**src/hw/rtl/mt19937_random_generator_assert.svh**
```systemverilog
// assertion macros for the mt19937 generator
`ifndef MT19937_RANDOM_GENERATOR_ASSERT_SVH
`define MT19937_RANDOM_GENERATOR_ASSERT_SVH
`ifndef NO_ASSERTIONS
`define MT_ASSERT_IMP(label, clk, rst, ante, cons) \
   label: assert property (@(posedge clk) disable iff (rst) (ante) |-> (cons)) \
      else $error("assertion failed");
`define MT_ASSERT_NXT(label, clk, rst, ante, cons) \
   label: assert property (@(posedge clk) disable iff (rst) (ante) |=> (cons)) \
      else $error("assertion failed");
`else
`define MT_ASSERT_IMP(label, clk, rst, ante, cons)
`define MT_ASSERT_NXT(label, clk, rst, ante, cons)
`endif
`endif

```
**src/hw/rtl/mt_pkg.sv**
```systemverilog
// ----------------------------------------------------------------------------
// mt_pkg
// shared types and constants of the mt19937 generator
// ----------------------------------------------------------------------------
`default_nettype none
package mt_pkg;
   localparam int unsigned N_WORDS   = 624;
   localparam int unsigned M_OFFSET  = 397;
   localparam int unsigned IDX_W     = 10;
   localparam logic [31:0] TWIST_XOR = 32'h9908b0df;
   localparam logic [31:0] TEMPER_B  = 32'h9d2c5680;
   localparam logic [31:0] TEMPER_C  = 32'hefc60000;
   localparam logic [31:0] SEED_MULT = 32'd1812433253;
   localparam logic [31:0] ZERO_SEED = 32'd4357;

   localparam logic [1:0] OP_RESEED = 2'd0;
   localparam logic [1:0] OP_DRAW   = 2'd1;
   localparam logic [1:0] OP_RANGE  = 2'd2;
   localparam logic [1:0] OP_UNUSED = 2'd3;

   // command word between front and back
   typedef struct packed {
      logic [1:0]  op;
      logic [31:0] seed;
      logic [31:0] base;
      logic [31:0] span;
   } cmd_type;

   function automatic logic [31:0] temper(input logic [31:0] x);
      logic [31:0] y;
      y = x ^ (x >> 11);
      y = y ^ ((y << 7) & TEMPER_B);
      y = y ^ ((y << 15) & TEMPER_C);
      y = y ^ (y >> 18);
      return y;
   endfunction
endpackage
`default_nettype wire

```
**src/hw/rtl/mt_front.sv**
```systemverilog
// ----------------------------------------------------------------------------
// mt_front
// takes commands, drops unused codes, computes the range distance and
// queues commands for the back end (two entries)
// ----------------------------------------------------------------------------
`default_nettype none
module mt_front import mt_pkg::*; (
   input  wire logic        clock,
   input  wire logic        reset,
   input  wire logic        start,
   output logic             busy,
   input  wire logic [1:0]  op,
   input  wire logic [31:0] seed,
   input  wire logic [31:0] range_begin,
   input  wire logic [31:0] range_end,
   output logic             cmd_valid,
   output cmd_type          cmd,
   input  wire logic        cmd_take
);
   cmd_type    q_ff [2];
   cmd_type    q_in [2];
   logic [1:0] cnt_ff, cnt_in;
   logic       push;
   cmd_type    c;

   assign busy      = (cnt_ff == 2'd2);
   assign push      = start && !busy && (op != OP_UNUSED);
   assign cmd_valid = (cnt_ff != 2'd0);
   assign cmd       = q_ff[0];

   always_comb begin
      c.op   = op;
      c.seed = (seed == 32'd0) ? ZERO_SEED : seed;
      c.base = range_begin;
      c.span = range_end - range_begin;
      q_in   = q_ff;
      cnt_in = cnt_ff;
      if (cmd_take) begin
         q_in[0] = q_ff[1];
         cnt_in  = cnt_in - 2'd1;
      end
      if (push) begin
         q_in[cnt_in[0]] = c;
         cnt_in = cnt_in + 2'd1;
      end
   end

   always_ff @(posedge clock) begin
      q_ff <= q_in;
      if (reset) begin
         cnt_ff <= 2'd0;
      end else begin
         cnt_ff <= cnt_in;
      end
   end
endmodule
`default_nettype wire

```
**config.mk**
```make
export PLATFORM = sky130hd
export DESIGN_NAME = mt_front
export DESIGN_NICKNAME = d
export VERILOG_FILES = /design/src/hw/rtl/mt19937_random_generator_assert.svh /design/src/hw/rtl/mt_pkg.sv /design/src/hw/rtl/mt_front.sv
export SDC_FILE = /design/constraint.sdc
export NUM_CORES = 1
export LEC_CHECK = 0
export BUFFER_PORTS_ARGS = -buffer_cell sky130_fd_sc_hd__clkbuf_2
export CAP_MARGIN = 15
export CORE_MARGIN = 1.5
export CORE_UTILIZATION = 60
export DETAILED_ROUTE_END_ITERATION = 12
export GPL_TIMING_DRIVEN = 0
export PLACE_DENSITY_LB_ADDON = 0.25
export REMOVE_ABC_BUFFERS = 1
export SYNTH_ARGS = -nofsm -noshare
export SYNTH_HDL_FRONTEND = slang
export SYNTH_SLANG_ARGS = --single-unit
```
**constraint.sdc**
```tcl
create_clock -name clock -period 6.1 [get_ports clock]
set_clock_uncertainty 0.2 [all_clocks]
set_input_delay 0.61 -clock clock [delete_from_list [all_inputs] [get_ports clock]]
set_output_delay 0.61 -clock clock [all_outputs]
set_load 0.02 [all_outputs]
```
==> qor_table.md, run 1 <==
| Group | Item | Reported |
|:---|:---|:---|
| power and ir drop | Power density normalized to cell area | 370 nW/um^2 |
| placement | Cell total after placement | 1,258 |
| clocking | H-Tree Depth | 4 |
| logic synthesis | YS warnings | 0 |
| logic synthesis | Portion of the post-synthesis area used by sequential elements | 0.485 |
| die | Number of placement rows | 47 |
| finish | Diode count | 0 |
| finish | Count of non-filler cells in the finished layout | 1,290 |
| route | Average wire per standard cell | 15.9 um |
| critical path | Kind of start point of the critical path | flip-flop |
| route | Met3 layer wire length in the routed design | 1130 um |
| critical path | End of the worst register-to-register path | cmd[27]$_DFF_P_ |
| global routing | Via count of the first global-routing pass | 6,614 |
| hold path | Worst hold path depth | 2 |
| power and ir drop | Overall power of the completed layout | 0.00413 W |
| critical path | Crit path max-delay family | simple AND/OR/NAND/NOR gates |
| finish | Share of layout cells above drive strength 1 | 0.241 |
| sta | Post-Route Hold Slack | 0.155 ns |
| critical path | Crit-path cells | inv_1 -> ha_1 -> a211oi_1 -> nand2_1 -> or4_1 -> o211ai_1 |
| route | Vias per std cell | 5.51 |
| clocking | CTS resizes | 0 |
| clocking | Max Buffers Root-to-Sink | 2 |
| clocking | Clock tree from TritonCTS | done |
| die | Floorplan die area | 17,800 um^2 |
| finish | Most common cell after layout, fill and taps aside | clkbuf_2 |
| global routing | Total track usage | 0.230 |
| logic synthesis | Number of enable flip-flop cells after synthesis | 98 |
| run status | Result of the run | complete, no violations |
| sta | Fmax | 0.321 GHz |
| die | Die extent in x | 133 um |
| critical path | Cell with the largest stage delay on the worst path | nand2_1 |
| route | Vias after detailed routing | 7,112 |
| route | Met1 layer wirelength in the final routing | 9150 um |
| hold path | Hold-critical path endpoint | cnt_ff[1]$_SDFF_PP0_ |
| critical path | Reg2reg setup slack | 2.99 ns |
| finish | Area growth, synth to finish | 9.48% |
| clocking | Insertion delay to the later sink of the worst-skew pair | 0.43 ns |
| logic synthesis | Flip-flop and latch count after synthesis | 198 |
| logic synthesis | Post-Synthesis Cell Area | 10,200 um^2 |
| logic synthesis | Gate Count Post-Synth | 1,007 |
| route | Length of the first detailed-routing pass in iterations | 5 |
| die | Initial standard-cell utilization of the core | 0.615 |
| logic synthesis | Post-synthesis area per instance | 10.1 um^2 |
| critical path | Highest net fanout along the worst path | 22 |
| sta | Final hold violations | 0 |
| global routing | Final global-route overflow total | 0 |
| clocking | Postcts setup bufs | 0 |
| critical path | Critical path start-end classification | flip-flop to flip-flop |
| clocking | Clock root buffer | clkbuf_16 |
| placement | GPL Wtd Cong | 0.932 |
| sta | Final Max Tran Viols | 0 |
| critical path | Reg-to-reg startpoint | cnt_ff[0]$_SDFF_PP0_ |
| critical path | Worst Path Arrival | 3.26 ns |
| die | Vertical extent of the die | 133 um |
| finish | Fill cell count | 1,337 |
| sta | Setup repair after global routing missed its margin | no |
| sta | Worst slew margin relative to its limit | 0.432 |
| clocking | Register clock-pin slew on the reported worst setup and hold paths | 0.08 ns |
| power and ir drop | Maximum vdd ir drop | 0.220 mV |
| sta | Worst-margin pin slew | 0.850 ns |
| route | Number of design-rule violations left by the first detailed-router iteration | 378 |
| power and ir drop | Reported leakage power | 4.95 nW |
| logic synthesis | Share of synthesized registers carrying an async set or reset | 0 |
| global routing | First-pass GRT wire length | 32,600 um |
| sta | Clock period minus final worst setup slack | 3.11 ns |
| sta | Portion of the clock cycle consumed by the worst path in the final layout | 0.510 |
| finish | Number of nets at the end of the flow | 1,194 |
| placement | Number of buffers added on ports | 201 |
| die | Area of the placeable core | 16,600 um^2 |
| hold path | Class of the tightest hold or removal check | input pin to flip-flop |
| route | Detailed-routed wire length on met2 | 9890 um |
| run | MaxCap Viol Count | 0 |
| critical path | Critical path required time | 6.25 ns |
| global routing | Pin count of the biggest net entering global routing | 79 |
| placement | Hpwl dp | 14,400 um |
| global routing | Number of antenna violations at the first check in global routing | 0 |
| sta | Number of endpoints failing setup at the final stage | 0 |
| critical path | Worst r2r path cells | 6 |
| hold path | Min-Delay Startpoint | reset |
| logic synthesis | Netlist cell types | 61 |
| critical path | Crit path capture type | flip-flop |
| route | Final antenna-violating net count | 0 |
| critical path | Max incr delay on CP | 0.74 ns |
| route | Final routed DRC violation total | 0 |
| clocking | Hold buffer count at cts | 0 |
| logic synthesis | Top FF cell, synth | dfxtp_1 |
| route | Total wire length | 20,500 um |
| clocking | TritonCTS Buffers | 17 |
| critical path | Number of buffers and inverters on the critical path | 1 |
| clocking | Number of clock sinks | 198 |
| finish | Top library cells by usage in the layout, fill and taps aside | 200 x clkbuf_2, 106 x nand2_1, 100 x dfxtp_1 |
| die | Number of top-level pins | 202 |
| route | Max Used Layer | met4 |
==> cells in the mapped netlist (3+ instances only) <==
cell type | instances | area [um^2]
dfxtp_1 | 100 | 2000
o2111ai_1 | 3 | 26.3
and2_1 | 6 | 37.5
clkbuf_1 | 64 | 240
and4_1 | 3 | 26.3
a2111oi_0 | 3 | 26.3
o21a_1 | 12 | 90.1
a41oi_1 | 3 | 26.3
nand4_1 | 6 | 37.5
mux2_2 | 4 | 45.0
or3_1 | 6 | 37.5
a311o_1 | 3 | 30.0
buf_4 | 98 | 736
and3_1 | 9 | 56.3
nor3_1 | 8 | 40.0
or2_2 | 5 | 31.3
ha_1 | 34 | 425
a31oi_1 | 3 | 18.8
nand3_1 | 8 | 40.0
xor2_1 | 16 | 140
o21ai_0 | 90 | 450
nor4_1 | 8 | 50.1
mux2i_1 | 92 | 921
nand2_1 | 106 | 398
a21oi_1 | 38 | 190
nor2b_1 | 11 | 68.8
xnor2_1 | 15 | 131
buf_2 | 9 | 45.0
nor2_1 | 30 | 113
inv_1 | 46 | 173
a21o_1 | 23 | 173
edfxtp_1 | 98 | 2940
a211oi_1 | 8 | 60.1
==> metrics by stage <==
step | setup TNS, ns | worst slack (ns) | instance area, um^2 | utilization
finish | 0 | 2.99 | 11200 | 0.673
global route | 0 | 2.72 | 11200 | 0.673
CTS | 0 | 2.93 | 11200 | 0.673
detailed placement | 0 | 2.61 | 10600 | 0.637
global placement | -381.10 | -2.65 | 10400 | 0.629
floorplan | 0 | 1.43 | 9150 | -
==> cells by family (layout without fill, tap and decap cells) <==
group | count (synthesis) | in the layout | synth area share
XOR/XNOR | 31 | 31 | 0.0266
AO/OA/AOI/OAI | 213 | 213 | 0.133
flip-flops | 198 | 198 | 0.485
adder cells (fa/ha/maj) | 35 | 35 | 0.0437
AND/OR/NAND/NOR | 213 | 213 | 0.0970
multiplexers | 97 | 97 | 0.0959
buffers and inverters | 220 | 283 | 0.119
==> per-layer routing <==
metal	track usage	vias up
met5	0	-
met4	0.0749	0
met3	0.0422	23
met2	0.390	219
met1	0.298	3336
li1	-	3534
==> worst max path at each step <==
stage | to | slack, ns | start | depth (start not counted)
5_1_grt | cmd[9]$_DFF_P_ | 2.72 | cnt_ff[0]$_SDFF_PP0_ | 7
6_report | cmd[27]$_DFF_P_ | 2.99 | cnt_ff[0]$_SDFF_PP0_ | 6
3_3_place_gp | cmd[18]$_DFF_P_ | -2.65 | cmd_take | 6
3_5_place_dp | flip-flop | 2.61 | range_begin[7] | 10
4_1_cts | cmd[27]$_DFF_P_ | 2.93 | cnt_ff[0]$_SDFF_PP0_ | 6
2_1_floorplan | cmd[18]$_DFF_P_ | 1.43 | cnt_ff[0]$_SDFF_PP0_ | 6
==> report_power, final <==
part | leakage [nW] | switching, W | internal [W]
logic | 2.91 | 0.000756 | 0.000425
clock network | 0.291 | 0.000529 | 0.000593
registers | 1.75 | 0.000120 | 0.00171
total | 4.95 | 0.00141 | 0.00273
==> cell type report <==
class                      count  area (um^2)  area share
clock inverter                14          159      0.0142
clock buffer                  18          439      0.0394
inverter                      46          173      0.0155
sequential                   198         4940       0.443
timing repair buffer         205         1120       0.100
tap                          220          275      0.0247
multi-input combinational    589         4050       0.363
Note: power is estimated with default switching activity, not from simulation.
==> run 2: changes to the inputs <==
Settings changed: CORE_UTILIZATION 60 to 50.
Clock period 6.1 ns to 2.6 ns, I/O delays scaled along.
==> run 2 against run 1 <==
Net effect: worst setup slack lost 2.9 ns; global-route usage decreased by 2.3 points; wire length grew 9.9%; total power up 140%; register-to-register slack got worse by 2.8 ns; sequential share of layout area shrank 3.2 points; core utilization decreased by 7.4 points; clock power rose by 140%; hold slack lost 0.098 ns; largest power group unchanged; critical path depth increased by 4; count of clock-buffer cells in the layout is 1 lower.
==> qor_table.md, run 2 (synthesis gave the netlist of run 1 again) <==
| Group | Item | Reported |
|:---|:---|:---|
| global routing | Global-route met2 utilization | 0.352 |
| critical path | Cell with the largest stage delay on the worst path | a2111oi_1 |
| power and ir drop | Power density normalized to cell area | 827 nW/um^2 |
| route | Total wire length | 22,500 um |
| finish | Fill cell count | 1,705 |
| die | Vertical extent of the die | 146 um |
| finish | Area growth, synth to finish | 18.1% |
| clocking | Insertion delay to the later sink of the worst-skew pair | 0.42 ns |
| route | Length of the first detailed-routing pass in iterations | 4 |
| clocking | Max Buffers Root-to-Sink | 2 |
| sta | Final hold violations | 0 |
| global routing | First-pass GRT wire length | 35,400 um |
| placement | Cell total after placement | 1,308 |
| sta | Sum Neg Setup Slack | 0 ns |
| die | Number of placement rows | 52 |
| clocking | TritonCTS Buffers | 17 |
| clocking | H-Tree Depth | 4 |
| sta | Worst slew margin relative to its limit | 0.574 |
| hold path | Class of the tightest hold or removal check | input pin to flip-flop |
| clocking | Register clock-pin slew on the reported worst setup and hold paths | 0.08 ns |
| sta | Setup repair after global routing missed its margin | yes |
| sta | Fmax | 0.393 GHz |
| route | Vias per std cell | 5.20 |
| critical path | Highest net fanout along the worst path | 3 |
| critical path | Worst Path Arrival | 2.52 ns |
| sta | Clock period minus final worst setup slack | 2.54 ns |
| die | Area of the placeable core | 20,100 um^2 |
| clocking | Number of clock sinks | 198 |
| critical path | Crit path capture type | flip-flop |
| sta | Final Max Tran Viols | 0 |
| clocking | Clock tree from TritonCTS | done |
| run | MaxCap Viol Count | 0 |
| critical path | Critical path required time | 2.57 ns |
| finish | Most common cell after layout, fill and taps aside | clkbuf_2 |
| route | Number of design-rule violations left by the first detailed-router iteration | 312 |
| route | Final routed DRC violation total | 0 |
| global routing | Number of antenna violations at the first check in global routing | 0 |
| global routing | Via count of the first global-routing pass | 7,090 |
| finish | Final design utilization | 0.599 |
| sta | Worst-margin pin slew | 0.637 ns |
| critical path | Max incr delay on CP | 0.66 ns |
| die | Initial standard-cell utilization of the core | 0.507 |
| power and ir drop | Reported leakage power | 5.29 nW |
| power and ir drop | Maximum vdd ir drop | 0.419 mV |
| finish | Top library cells by usage in the layout, fill and taps aside | 200 x clkbuf_2, 105 x nand2_1, 100 x dfxtp_1 |
| route | Final antenna-violating net count | 0 |
| placement | Hpwl dp | 14,600 um |
| route | Average wire per standard cell | 15.9 um |
| finish | Multi-input gate area in the final layout | 4100 um^2 |
| route | Vias after detailed routing | 7,363 |
| global routing | Final global-route overflow total | 0 |
| finish | Number of nets at the end of the flow | 1,270 |
| critical path | Kind of start point of the critical path | input pin |
| finish | Share of layout cells above drive strength 1 | 0.237 |
| placement | GPL Wtd Cong | 0.796 |
| finish | Count of non-filler cells in the finished layout | 1,416 |
| die | Floorplan die area | 21,300 um^2 |
| sta | Number of endpoints failing setup at the final stage | 0 |
| global routing | Most Crowded Layer GR | met2 |
| finish | Diode count | 0 |
| global routing | Met1 capacity usage during global routing | 0.268 |
| die | Number of top-level pins | 202 |
| critical path | Crit-path cells | clkbuf_2 -> inv_1 -> ha_1 -> nor2b_1 -> o2111ai_2 -> a21oi_1 -> o31ai_2 -> a2111oi_1 -> or3_1 -> nand2_1 |
| sta | Portion of the clock cycle consumed by the worst path in the final layout | 0.978 |
| run status | Result of the run | complete, no violations |
| global routing | Pin count of the biggest net entering global routing | 78 |
| sta | Post-Route Hold Slack | 0.0562 ns |
| global routing | Met3 demand-to-capacity share in global routing | 0.0411 |
| critical path | Critical path start-end classification | input pin to flip-flop |
| power and ir drop | Overall power of the completed layout | 0.00995 W |
| finish | Register area | 4940 um^2 |
| die | Die extent in x | 146 um |
| clocking | Clock root buffer | clkbuf_16 |
| placement | Number of buffers added on ports | 201 |
| global routing | Total track usage | 0.207 |
-- run 2: changes by cell type in the layout (fill, tap and decap cells not counted), sizes merged --
cell         previous run  this run
dlygate4sd3             0        68
buf                     4         9
inv                    52        55
bufinv                  1         2
clkinv                  6         3
and2                    8        10
-- run 2: metal layers --
layer | wire [um] | vias to the layer above
met5 | 0 | -
met4 | 269 | 0
met3 | 1080 | 23
met2 | 10800 | 191
met1 | 10300 | 3454
li1 | - | 3695
-- run 2: power breakdown --
part / leakage, nW / switching, W / internal [W]
logic: 3.24 / 0.00184 / 0.00110
clock network: 0.298 / 0.00126 / 0.00147
registers: 1.75 / 0.000278 / 0.00400
total: 5.29 / 0.00337 / 0.00658
-- run 2: path summary, 6_finish.rpt --
kind	startpoint	end	slack [ns]	cells after the start
worst min-delay path	range_begin[1]	cmd[1]$_DFF_P_	0.06	3
worst max register to register	cnt_ff[0]$_SDFF_PP0_	cmd[27]$_DFF_P_	0.22	7
worst min register to register	flip-flop	cmd[61]$_DFF_P_	0.33	2
worst max-delay path	range_begin[1]	flip-flop	0.06	10
-- run 2: cell type report --
class                           instances  share of cell area
Clock buffer                           17              0.0353
Clock inverter                         15              0.0151
Inverter                               46              0.0143
Multi-Input combinational cell        591               0.341
Sequential cell                       198               0.411
Tap cell                              270              0.0281
Timing Repair Buffer                  279               0.156
-- run 2: per-stage QoR --
step / instance area (um^2) / worst slack (ns)
6_report: 12000 / 0.0578
3_3_place_gp: 10500 / -6.06
4_1_cts: 12000 / -0.0714
2_1_floorplan: 9150 / -2.07
3_5_place_dp: 10600 / -0.541
5_1_grt: 12000 / -0.00367
-- run 2: what timing repair did --
item | CTS | global route
hold buffers | 68 | 0
setup buffers | 3 | 2
gates cloned | 2 | 1
gates resized for setup | 4 | 4
pin swaps | 3 | 5
endpoints found under the hold margin | 134 | 0
endpoints found under the setup margin | 116 | 18
-- run 2: worst max-delay path, delay by kind of cell --
| kind | cells | cell delay, ns |
|---|---|---|
| AO/OA/AOI/OAI | 4 | 1.37 |
| adder cells (fa/ha/maj) | 1 | 0.26 |
| buffers and inverters | 2 | 0.17 |
| AND/OR/NAND/NOR | 3 | 0.46 |
